$ cat config.mk
export PLATFORM = sky130hd
export DESIGN_NAME = varint_delta_stream_decoder
export DESIGN_NICKNAME = d
export VERILOG_FILES = /design/src/vdsd_pkg.sv /design/src/vdsd_cfg.sv /design/src/vdsd_in_reg.sv /design/src/vdsd_core.sv /design/src/vdsd_out_reg.sv /design/src/varint_delta_stream_decoder.sv
export SDC_FILE = /design/constraint.sdc
export NUM_CORES = 1
export LEC_CHECK = 0
export BUFFER_PORTS_ARGS = -buffer_cell sky130_fd_sc_hd__clkbuf_2
export CORE_UTILIZATION = 35
export DETAILED_ROUTE_END_ITERATION = 8
export PLACE_DENSITY = 0.62
export SKIP_LAST_GASP = 1
export SYNTH_ARGS = -nofsm -noshare
export SYNTH_HDL_FRONTEND = slang
export SYNTH_SLANG_ARGS = --single-unit
$ cat constraint.sdc
create_clock -name clk -period 10.8 [get_ports clk]
set_input_delay 2.16 -clock clk [delete_from_list [all_inputs] [get_ports clk]]
set_output_delay 2.16 -clock clk [all_outputs]
set_load 0.01 [all_outputs]
$ cat src/vdsd_pkg.sv
// shared types and constants for the varint delta stream decoder
package vdsd_pkg;

	localparam int COUNT_BITS_DEF = 16;
	localparam int CFG_IDX_W      = 3;
	localparam int CFG_DATA_W     = 64;
	localparam int VALUE_W        = 64;
	localparam int POS_W          = 16;
	localparam int BCNT_W         = 20;
	localparam int GRP_W          = 4;

	localparam logic [BCNT_W-1:0] BYTE_CNT_MAX  = '1;
	localparam logic [6:0]        GROUP_MASK    = 7'h7F;
	localparam logic [GRP_W-1:0]  LAST_GRP_WIDE = 4'd9;
	localparam logic [GRP_W-1:0]  LAST_GRP_NARW = 4'd4;
	localparam logic [VALUE_W-1:0] LO32_MASK    = 64'h0000_0000_FFFF_FFFF;

	localparam logic [CFG_IDX_W-1:0] REG_QUERY_MODE   = 3'd0;
	localparam logic [CFG_IDX_W-1:0] REG_DELTA_MODE   = 3'd1;
	localparam logic [CFG_IDX_W-1:0] REG_WIDE_MODE    = 3'd2;
	localparam logic [CFG_IDX_W-1:0] REG_VALUE_COUNT  = 3'd3;
	localparam logic [CFG_IDX_W-1:0] REG_SELECT_INDEX = 3'd4;
	localparam logic [CFG_IDX_W-1:0] REG_SEARCH_KEY   = 3'd5;

	localparam logic [1:0] QM_DECODE = 2'd0;
	localparam logic [1:0] QM_SELECT = 2'd1;
	localparam logic [1:0] QM_SEARCH = 2'd2;

	typedef struct packed {
		logic [1:0]         query_mode;
		logic               delta_mode;
		logic               wide_mode;
		logic [POS_W-1:0]   value_count;
		logic [POS_W-1:0]   select_index;
		logic [VALUE_W-1:0] search_key;
	} cfg_t;

	typedef struct packed {
		logic [VALUE_W-1:0] value;
		logic [POS_W-1:0]   position;
		logic               found;
		logic [BCNT_W-1:0]  bytes_used;
		logic               last;
	} res_t;

endpackage

$ cat src/vdsd_cfg.sv
// configuration registers of the decoder
module vdsd_cfg (
	input  logic                                clk,
	input  logic                                arst_n,
	input  logic                                cfg_wen,
	input  logic [vdsd_pkg::CFG_IDX_W-1:0]      cfg_addr,
	input  logic [vdsd_pkg::CFG_DATA_W-1:0]     cfg_wdata,
	output vdsd_pkg::cfg_t                      cfg
);

	vdsd_pkg::cfg_t cfg_q;

	always_ff @(posedge clk or negedge arst_n) begin
		if (!arst_n) begin
			cfg_q.query_mode   <= vdsd_pkg::QM_DECODE;
			cfg_q.delta_mode   <= 1'b0;
			cfg_q.wide_mode    <= 1'b1;
			cfg_q.value_count  <= 16'd1;
			cfg_q.select_index <= '0;
			cfg_q.search_key   <= '0;
		end else if (cfg_wen) begin
			case (cfg_addr)
				vdsd_pkg::REG_QUERY_MODE:   cfg_q.query_mode   <= cfg_wdata[1:0];
				vdsd_pkg::REG_DELTA_MODE:   cfg_q.delta_mode   <= cfg_wdata[0];
				vdsd_pkg::REG_WIDE_MODE:    cfg_q.wide_mode    <= cfg_wdata[0];
				vdsd_pkg::REG_VALUE_COUNT:  cfg_q.value_count  <= cfg_wdata[15:0];
				vdsd_pkg::REG_SELECT_INDEX: cfg_q.select_index <= cfg_wdata[15:0];
				vdsd_pkg::REG_SEARCH_KEY:   cfg_q.search_key   <= cfg_wdata;
				default: ;
			endcase
		end
	end

	assign cfg = cfg_q;

endmodule

$ cat src/vdsd_in_reg.sv
// input register stage holding one byte item
module vdsd_in_reg (
	input  logic       clk,
	input  logic       arst_n,
	input  logic       in_valid,
	output logic       in_ready,
	input  logic [7:0] in_byte,
	input  logic       start_req,
	input  logic       advance,
	output logic       valid_s1,
	output logic [7:0] byte_s1,
	output logic       start_s1
);

	logic take;

	assign in_ready = !valid_s1 || advance;
	assign take     = in_valid && in_ready;

	always_ff @(posedge clk or negedge arst_n) begin
		if (!arst_n) begin
			valid_s1 <= 1'b0;
		end else if (in_ready) begin
			valid_s1 <= in_valid;
		end
	end

	always_ff @(posedge clk) begin
		if (take) begin
			byte_s1  <= in_byte;
			start_s1 <= start_req;
		end
	end

endmodule

$ cat src/vdsd_core.sv
// varint assembly, running sum and query logic with the run state
module vdsd_core #(
	parameter int COUNT_BITS = vdsd_pkg::COUNT_BITS_DEF
) (
	input  logic           clk,
	input  logic           arst_n,
	input  logic           fire,
	input  logic [7:0]     byte_s1,
	input  logic           start_s1,
	input  vdsd_pkg::cfg_t cfg,
	output logic           has_res,
	output vdsd_pkg::res_t res
);

	localparam int CMP_W = (COUNT_BITS + 1 > vdsd_pkg::POS_W + 1) ?
		COUNT_BITS + 1 : vdsd_pkg::POS_W + 1;

	logic [vdsd_pkg::VALUE_W-1:0] pv_q, sum_q;
	logic [vdsd_pkg::GRP_W-1:0]   grp_q;
	logic [COUNT_BITS-1:0]        idx_q;
	logic [vdsd_pkg::BCNT_W-1:0]  bc_q;
	logic                         done_q;

	logic [vdsd_pkg::VALUE_W-1:0] pv_e, sum_e, vmask, ins, pv_new, sum_new, cur, key;
	logic [vdsd_pkg::GRP_W-1:0]   grp_e, last_grp;
	logic [COUNT_BITS-1:0]        idx_e;
	logic [vdsd_pkg::BCNT_W-1:0]  bc_e, bc_new;
	logic                         done_e, more, last_pos, hit, match;
	logic [6:0]                   shamt;
	logic [CMP_W-1:0]             idx_inc;
	logic [63:0]                  idx_wide;

	always_comb begin
		pv_e   = start_s1 ? '0 : pv_q;
		sum_e  = start_s1 ? '0 : sum_q;
		grp_e  = start_s1 ? '0 : grp_q;
		idx_e  = start_s1 ? '0 : idx_q;
		bc_e   = start_s1 ? '0 : bc_q;
		done_e = start_s1 ? 1'b0 : done_q;

		vmask    = cfg.wide_mode ? '1 : vdsd_pkg::LO32_MASK;
		last_grp = cfg.wide_mode ? vdsd_pkg::LAST_GRP_WIDE : vdsd_pkg::LAST_GRP_NARW;
		bc_new   = (bc_e < vdsd_pkg::BYTE_CNT_MAX) ? bc_e + 1'b1 : bc_e;

		shamt  = {3'b000, grp_e} * 7'd7;
		ins    = (grp_e <= vdsd_pkg::LAST_GRP_WIDE) ?
			(64'(byte_s1[6:0] & vdsd_pkg::GROUP_MASK) << shamt) : '0;
		pv_new = (pv_e | ins) & vmask;
		more   = byte_s1[7] && (grp_e < last_grp);

		sum_new  = (sum_e + pv_new) & vmask;
		cur      = cfg.delta_mode ? sum_new : pv_new;
		key      = cfg.search_key & vmask;
		idx_inc  = CMP_W'(idx_e) + 1'b1;
		last_pos = idx_inc >= CMP_W'(cfg.value_count);
		hit      = idx_e == COUNT_BITS'(cfg.select_index);
		match    = cfg.delta_mode ? (sum_new >= key) : (pv_new == key);
		idx_wide = 64'(idx_e);

		has_res        = 1'b0;
		res.value      = cur;
		res.position   = idx_wide[vdsd_pkg::POS_W-1:0];
		res.found      = 1'b1;
		res.bytes_used = bc_new;
		res.last       = 1'b1;

		if (!done_e && !more) begin
			case (cfg.query_mode)
				vdsd_pkg::QM_SELECT: begin
					has_res = hit;
				end
				vdsd_pkg::QM_SEARCH: begin
					has_res = match || last_pos;
					if (!match) begin
						res.value    = '0;
						res.position = cfg.value_count;
						res.found    = 1'b0;
					end
				end
				default: begin
					has_res  = 1'b1;
					res.last = last_pos;
				end
			endcase
		end
	end

	always_ff @(posedge clk or negedge arst_n) begin
		if (!arst_n) begin
			pv_q   <= '0;
			sum_q  <= '0;
			grp_q  <= '0;
			idx_q  <= '0;
			bc_q   <= '0;
			done_q <= 1'b1;
		end else if (fire && !done_e) begin
			bc_q <= bc_new;
			if (more) begin
				pv_q   <= pv_new;
				grp_q  <= grp_e + 1'b1;
				sum_q  <= sum_e;
				idx_q  <= idx_e;
				done_q <= 1'b0;
			end else begin
				pv_q   <= '0;
				grp_q  <= '0;
				sum_q  <= sum_new;
				idx_q  <= idx_e + 1'b1;
				done_q <= has_res && res.last;
			end
		end
	end

endmodule

$ cat src/vdsd_out_reg.sv
// result register feeding the output channel
module vdsd_out_reg (
	input  logic           clk,
	input  logic           arst_n,
	input  logic           fire,
	input  logic           has_res,
	input  vdsd_pkg::res_t res,
	output logic           can_take,
	output logic           out_valid,
	input  logic           out_ready,
	output vdsd_pkg::res_t res_q
);

	logic valid_q;

	assign can_take  = !valid_q || out_ready;
	assign out_valid = valid_q;

	always_ff @(posedge clk or negedge arst_n) begin
		if (!arst_n) begin
			valid_q <= 1'b0;
		end else if (can_take) begin
			valid_q <= fire && has_res;
		end
	end

	always_ff @(posedge clk) begin
		if (can_take && fire && has_res) begin
			res_q <= res;
		end
	end

endmodule

$ cat src/varint_delta_stream_decoder.sv
// top level of the varint delta stream decoder
// Takes one compressed byte per cycle and never stalls while the result side
// is ready. A byte is held in the input register, then the decode logic
// (group shift and merge, 64-bit running-sum add, key compare) writes the
// result register, which shows the result for the byte that ends its value.
// The add followed by the compare sets the cycle time. in_ready drops
// only while a result waits to be taken and a byte is already held.
module varint_delta_stream_decoder #(
	parameter int COUNT_BITS = vdsd_pkg::COUNT_BITS_DEF
) (
	input  logic                            clk,
	input  logic                            arst_n,
	input  logic                            cfg_wen,
	input  logic [vdsd_pkg::CFG_IDX_W-1:0]  cfg_addr,
	input  logic [vdsd_pkg::CFG_DATA_W-1:0] cfg_wdata,
	input  logic                            in_valid,
	output logic                            in_ready,
	input  logic [7:0]                      in_byte,
	input  logic                            start_req,
	output logic                            out_valid,
	input  logic                            out_ready,
	output logic [vdsd_pkg::VALUE_W-1:0]    value,
	output logic [vdsd_pkg::POS_W-1:0]      position,
	output logic                            found,
	output logic [vdsd_pkg::BCNT_W-1:0]     bytes_used,
	output logic                            last
);

	vdsd_pkg::cfg_t cfg;
	vdsd_pkg::res_t res, res_q;
	logic           valid_s1, start_s1, can_take, fire, has_res;
	logic [7:0]     byte_s1;

	vdsd_cfg u_cfg (
		.clk       (clk),
		.arst_n    (arst_n),
		.cfg_wen   (cfg_wen),
		.cfg_addr  (cfg_addr),
		.cfg_wdata (cfg_wdata),
		.cfg       (cfg)
	);

	vdsd_in_reg u_in (
		.clk       (clk),
		.arst_n    (arst_n),
		.in_valid  (in_valid),
		.in_ready  (in_ready),
		.in_byte   (in_byte),
		.start_req (start_req),
		.advance   (can_take),
		.valid_s1  (valid_s1),
		.byte_s1   (byte_s1),
		.start_s1  (start_s1)
	);

	assign fire = valid_s1 && can_take;

	vdsd_core #(
		.COUNT_BITS (COUNT_BITS)
	) u_core (
		.clk      (clk),
		.arst_n   (arst_n),
		.fire     (fire),
		.byte_s1  (byte_s1),
		.start_s1 (start_s1),
		.cfg      (cfg),
		.has_res  (has_res),
		.res      (res)
	);

	vdsd_out_reg u_out (
		.clk       (clk),
		.arst_n    (arst_n),
		.fire      (fire),
		.has_res   (has_res),
		.res       (res),
		.can_take  (can_take),
		.out_valid (out_valid),
		.out_ready (out_ready),
		.res_q     (res_q)
	);

	assign value      = res_q.value;
	assign position   = res_q.position;
	assign found      = res_q.found;
	assign bytes_used = res_q.bytes_used;
	assign last       = res_q.last;

endmodule

**Word-level counts from Yosys, hierarchy flattened**

Index checks and enable logic that the tools add are counted.

- $lt $le $gt $ge: 5
- Bitwise logic cells: 4
- Reductions and logical operators: 25
- Muxes and demuxes: 24
- Shifts and indexed selects: 1
- Multiply operators: 1
- Add/sub/neg operators: 5
- Equal/unequal tests: 9

Operators with widths:

| cell | number |
|---|---|
| 64-bit 2-to-1 mux | 7 |
| 81-bit 2-to-1 mux | 3 |
| 64-bit AND | 3 |
| 64-bit adder | 1 |
| 64-bit equality test | 1 |
| 64-bit greater-or-equal comparator | 1 |
| 64-bit bitwise OR | 1 |
| 7-bit by 7-bit left shift with 64-bit output | 1 |
| 20-bit 2-to-1 mux | 2 |
| 16-bit 2-to-1 mux | 2 |
| 20-bit by 1-bit adder with 20-bit output (second input constant) | 1 |
| 20-bit less-than comparator (second input constant) | 1 |
| 16-bit by 1-bit adder with 17-bit output (second input constant) | 1 |
| 17-bit by 16-bit greater-or-equal comparator with 1-bit output | 1 |
| 16-bit by 1-bit adder with 16-bit output (second input constant) | 1 |
| 16-bit equality test | 1 |
| 2-bit AND reduction | 7 |
| 4-bit 2-to-1 mux | 3 |
| 1-bit logical AND | 9 |
| 4-bit by 3-bit multiplier with 7-bit output (second input constant) | 1 |
| 3-bit by 2-bit equality test with 1-bit output (second input constant) | 2 |
| 3-bit equality test (second input constant) | 2 |
| 1-bit 2-to-1 mux | 6 |
| 4-bit by 1-bit adder with 4-bit output (second input constant) | 1 |
| other kinds (10) | 15 |

- Bits of input ports: 81
- Output and inout port bits: 104
- Bits in registers: 382

**Depth between registers and ports, before layout**

- Depth in word-level cells: 15
- Depth in mapped cells: 40
- Gate-level depth less buffers: 30

**By module**

Synthesis repeated with hierarchy kept, for this count alone.

- Cells, all modules: 2705
- Area, all modules: 25285.5 um^2

Modules (own cells, without submodules):

| module | cells an instance | area each (um^2) | times used |
|---|---|---|---|
| vdsd_core | 2368 | 17978.5 | 1 |
| vdsd_cfg | 216 | 3853.7 | 1 |
| vdsd_out_reg | 107 | 3123.0 | 1 |
| vdsd_in_reg | 13 | 324.1 | 1 |
| varint_delta_stream_decoder | 1 | 6.3 | 1 |

**Least setup slack after synthesis**

Ideal clock, no wire load.

- Path kind: register to register
- Start: register u_in.start_s1
- End: register u_out.res_q[0] (netlist name)
- Period minus slack after synthesis: 9.683 ns
- Stages on the path, launching flop included: 38
- Arrival: 9.228 ns
- Setup slack: 1.117 ns
- Data required time: 10.345 ns
- Cells stage by stage: edfxtp_1 -> buf_6 -> buf_2 -> buf_6 -> buf_4 -> buf_2 -> buf_2 -> buf_2 -> buf_1 -> buf_1 -> clkbuf_1 -> clkbuf_1 -> nor2b_1 -> ha_1 -> clkbuf_1 -> a21oi_1 -> o221a_1 -> a211oi_2 -> [2 not listed] -> nand2_1 -> a21oi_2 -> o41ai_4 -> a41oi_1 -> xnor2_1 -> and2_1 -> ha_1 -> nand4_1 -> or2_2 -> or4_1 -> nor4_1 -> o31ai_1 -> nand3_1 -> a21oi_1 -> nand3b_1 -> a221oi_1 -> nand2b_1 -> inv_1

- Longest elaborated chain between the ends: 14
- Elaborated cells on any way between the ends: 28
- Classes of those cells: add/sub: 2; mul: 1; order compare: 4; eq/ne: 2; shift: 1; mux: 9; bitwise: 3; reduce/logical: 6

RTL lines:

| element | RTL line | RTL |
|---|---|---|
| start: declaration | vdsd_in_reg.sv:12 | `output logic start_s1` |
| start signal: assignment | vdsd_in_reg.sv:31 | `start_s1 <= start_req;` |
| 4-bit 2-to-1 mux | vdsd_core.sv:36 | `grp_e = start_s1 ? '0 : grp_q;` |
| 4-bit by 3-bit multiplier with 7-bit output | vdsd_core.sv:45 | `shamt = {3'b000, grp_e} * 7'd7;` |
| 7-bit by 7-bit left shift with 64-bit output | vdsd_core.sv:47 | `(64'(byte_s1[6:0] & vdsd_pkg::GROUP_MASK) << shamt) : '0;` |
| 64-bit 2-to-1 mux | vdsd_core.sv:46 | `ins = (grp_e <= vdsd_pkg::LAST_GRP_WIDE) ?` |
| 64-bit bitwise OR | vdsd_core.sv:48 | `pv_new = (pv_e \| ins) & vmask;` |
| 64-bit AND | vdsd_core.sv:48 |  |
| 64-bit adder | vdsd_core.sv:51 | `sum_new = (sum_e + pv_new) & vmask;` |
| 64-bit AND | vdsd_core.sv:51 |  |
| 64-bit greater-or-equal comparator | vdsd_core.sv:57 | `match = cfg.delta_mode ? (sum_new >= key) : (pv_new == key);` |
| 1-bit 2-to-1 mux | vdsd_core.sv:57 |  |
| 1-bit logical OR | vdsd_core.sv:73 | `has_res = match \|\| last_pos;` |
| 1-bit case mux with 2 select lines | vdsd_core.sv:68 | `case (cfg.query_mode)` |
| 1-bit 2-to-1 mux * | vdsd_core.sv:67 | `if (!done_e && !more) begin` |
| 1-bit logical AND * | vdsd_out_reg.sv:28 | `if (can_take && fire && has_res) begin` |

Every way passes the cells marked *; elsewhere a longest branch is shown, timed or not.
A chain may end at the register's enable or synchronous reset.

**Final worst setup path**

- Start: register u_in.start_s1
- End: register u_out.res_q[59] (netlist name)

- Longest elaborated chain between the ends: 14
- Elaborated cells on any way between the ends: 28
- Classes of those cells: add/sub: 2; mul: 1; order compare: 4; eq/ne: 2; shift: 1; mux: 9; bitwise: 3; reduce/logical: 6

RTL lines:

| element | RTL line |
|---|---|
| 4-bit 2-to-1 mux | vdsd_core.sv:36 |
| 4-bit by 3-bit multiplier with 7-bit output | vdsd_core.sv:45 |
| 7-bit by 7-bit left shift with 64-bit output | vdsd_core.sv:47 |
| 64-bit 2-to-1 mux | vdsd_core.sv:46 |
| 64-bit bitwise OR | vdsd_core.sv:48 |
| 64-bit AND | vdsd_core.sv:48 |
| 64-bit adder | vdsd_core.sv:51 |
| 64-bit AND | vdsd_core.sv:51 |
| 64-bit greater-or-equal comparator | vdsd_core.sv:57 |
| 1-bit 2-to-1 mux | vdsd_core.sv:57 |
| 1-bit logical OR | vdsd_core.sv:73 |
| 1-bit case mux with 2 select lines | vdsd_core.sv:68 |
| 1-bit 2-to-1 mux * | vdsd_core.sv:67 |
| 1-bit logical AND * | vdsd_out_reg.sv:28 |

Marks and branches as above.

==> flow_metrics.tcl <==
set metrics [dict create \
    ctsHoldBuffers 0 \
    rsz0062_at_grt "no" \
    ys_seq_elements 382 \
    hold_violations 0 \
    end_kind "flip-flop" \
    fin_nets 3085 \
    max_stage_delay_ns 0.92 \
    htreeDepth 2 \
    maxCapViolCount 0 \
    regArea_um2 10100 \
    synth_area_per_cell_um2 9.25 \
    power_density_nw_per_um2 177 \
    setup_viol 0 \
    cts_buffers 46 \
    grt.total_usage 0.240 \
    grt_overflow 0 \
    path_delay_family "compound AO/OA/AOI/OAI gates" \
    status "finished, final reports clean" \
    core_um2 71700 \
    vias 22042 \
    syn_area_um2 25400 \
    ios 185 \
    slew_violations 0 \
    grt_pass1_wl_um 135000 \
    grt_max_degree 135 \
    fp.dieH_um 272 \
    cts_tree "built" \
    async_flop_share 0.709 \
    syn_to_final_growth_pct 13.6 \
    yosysTopAreaCellShare 0.264 \
    drive_above_1_share 0.160 \
    dp_hpwl_um 65900 \
    cts_buffer_depth 3 \
    fin_skew_ns 0.0251 \
    synth_area_leader_cell "dfrtp_1" \
    cp.required_ns 11.04 \
    p_leak_nw 12.8 \
    criticalPathCategory "flip-flop to flip-flop" \
    postCtsSetupBuffers 0 \
    post_cts_resize_count 0 \
    synth_cells 2748 \
    synth_warnings 0 \
    rrSetupSlack_ns 1.39 \
    cp_slowest_cell "o41ai_1" \
    gp_congestion 0.981 \
    drt_iter0_markers 2377 \
    max_clock_freq_mhz 106 \
    worstSkewPairLatency_ns 0.61 \
    rows 98 \
    avgRoutedWirePerCell_um 23.4 \
    drt_first_pass_iters 6 \
    worst_path_most_repeated_cell "a21oi_1" \
    holdWs_ns 0.472 \
    dpl-instance-area_um2 27300 \
    drt-total-wl_um 89700 \
    fill_cells 7176 \
    relSlewSlack 0.123 \
    drc 0 \
    path_clk_slew_ns 0.06 \
    hold_path_class "flip-flop to flip-flop" \
    min_period_ns 9.41 \
    worstMarginPinSlew_ns 1.28 \
    timing.critical_path.buf_inv 5 \
    synth-seq-area-share 0.398 \
    grt_pass1_vias 21041 \
    final.setup.tns_ns 0 \
    multi_input_area_um2 14100 \
    cts_root_buf "clkbuf_16" \
    synth_fp_nets 2980 \
    start_util 0.354 \
    peakVddDrop_v 0.000117 \
    worstPathArrival_ns 9.65 \
    crit_fanout 63 \
    drt-vias-per-instance 5.74 \
    finalInstanceArea_um2 28900 \
    power_w 0.00512 \
    ys.flop_type "dfrtp_1" \
    synth_cell_types 99 \
    yosys-top-cells-area "dfrtp_1, edfxtp_1, ha_1" \
    portBuffers 184 \
    antenna_found_initial 2 \
    ant_nets 0 \
    synth-edff-count 111 \
    cp-start-kind "flip-flop" \
    period_share 0.871 \
    die_w_um 272 \
    dieArea_um2 73700 \
    final_util 0.403 \
    clock_sinks 382 \
]
## cells in the mapped netlist (9+ instances only)
cell type and number:
a22o_1 69, or3_1 14, buf_1 14, edfxtp_1 111, o21bai_1 14, a32o_1 10, and3_1 22, mux2i_1 14
o31ai_1 48, o22ai_1 19, nor2_1 192, a211oi_1 30, o21ai_0 116, nor3_1 45, a211o_1 10, inv_1 139
xor2_1 38, and2_1 36, nand4_1 51, clkbuf_1 130, a21o_1 49, nand2b_1 41, a221oi_1 9, o21ai_1 10
o41ai_1 9, xnor2_1 69, nor4_1 17, buf_2 19, a31oi_1 36, a22oi_1 19, mux2_2 109, a21oi_1 163
ha_1 150, dfrtp_1 268, nand2_1 293, o211ai_1 11, nor2b_1 114, o21a_1 17, nand3_1 44
## flip-flops by register name, indices dropped and copies added, names as in the netlist
signal           cells
u_core.grp_q         4
u_core.sum_q        64
u_out.out_valid      1
u_in.start_s1        1
u_core.bc_q         20
u_in.byte_s1         8
u_out.res_q        102
u_core.idx_q        16
u_core.done_q        1
u_cfg.cfg          100
u_in.valid_s1        1
u_core.pv_q         64
## cell families after synthesis
logic type,Yosys count,synth area share
AO/OA/AOI/OAI,745,0.204
XOR/XNOR,108,0.0377
adder cells (fa/ha/maj),151,0.0746
buffers and inverters,312,0.0487
flip-flops,382,0.398
multiplexers,123,0.0538
AND/OR/NAND/NOR,927,0.183
## worst min-delay path, delay by kind of cell, from the launching register on
| family | cells | cell delay [ns] |
|---|---|---|
| flops | 1 | 0.34 |
| simple gates | 2 | 0.11 |
## where the power goes
group	total (W)	switching, W	internal [W]
combinational	0.00150	0.000982	0.000519
clock	0.00166	0.000675	0.000989
sequential	0.00196	0.000233	0.00172
total	0.00512	0.00189	0.00323
## per-stage QoR
stage               setup slack, ns  cells
floorplan                      1.12   2748
global placement               1.91   3755
detailed placement             1.67   3755
CTS                            1.58   3841
global route                   1.02   3841
finish                         1.39   3842
## cell usage in the layout (no fill, tap or decap), drive strengths merged, types with 22 or more instances in the layout
cell type and count:
clkbuf 243, inv 140, ha 150, nand3 44
edfxtp 111, nand4 51, xnor2 69, a21oi 164
nand2 293, nand2b 41, and3 22, nor2 192
mux2 109, dfrtp 268, and2 36, a21o 49
o21ai 127, a31oi 36, nor2b 114, a22o 69
buf 47, o31ai 49, nor3 46, xor2 38
a211oi 31
## final timing paths
check,startpoint,to,cells after the start
min in group asynchronous,arst_n,u_cfg.cfg[89],1
min,u_core.bc_q[16],u_core.bc_q[16],2
min reg2reg,u_core.bc_q[16],u_core.bc_q[16],2
max in group asynchronous,arst_n,u_cfg.cfg[97],3
max,u_in.start_s1,u_out.res_q[59],29
max reg2reg,u_in.start_s1,u_out.res_q[59],29
## layout make-up
cell class / instances / share of cell area
clock inverters: 26 / 0.0109
clock buffers: 60 / 0.0445
inverters: 139 / 0.0182
multi-input cells: 2054 / 0.490
flip-flops and latches: 382 / 0.351
diodes: 1 / 0.0000867
repair buffers: 230 / 0.0451
well taps: 950 / 0.0412
## layer usage
| metal | track usage | vias to the layer above | routed length (µm) |
|---|---|---|---|
| met2 | 0.377 | 894 | 40900 |
| met5 | 0 | - | 0 |
| met3 | 0.0417 | 187 | 6770 |
| met1 | 0.328 | 10709 | 38500 |
| li1 | - | 10252 | - |
| met4 | 0.0905 | 0 | 3510 |
Power figures use the tool's default switching activity.
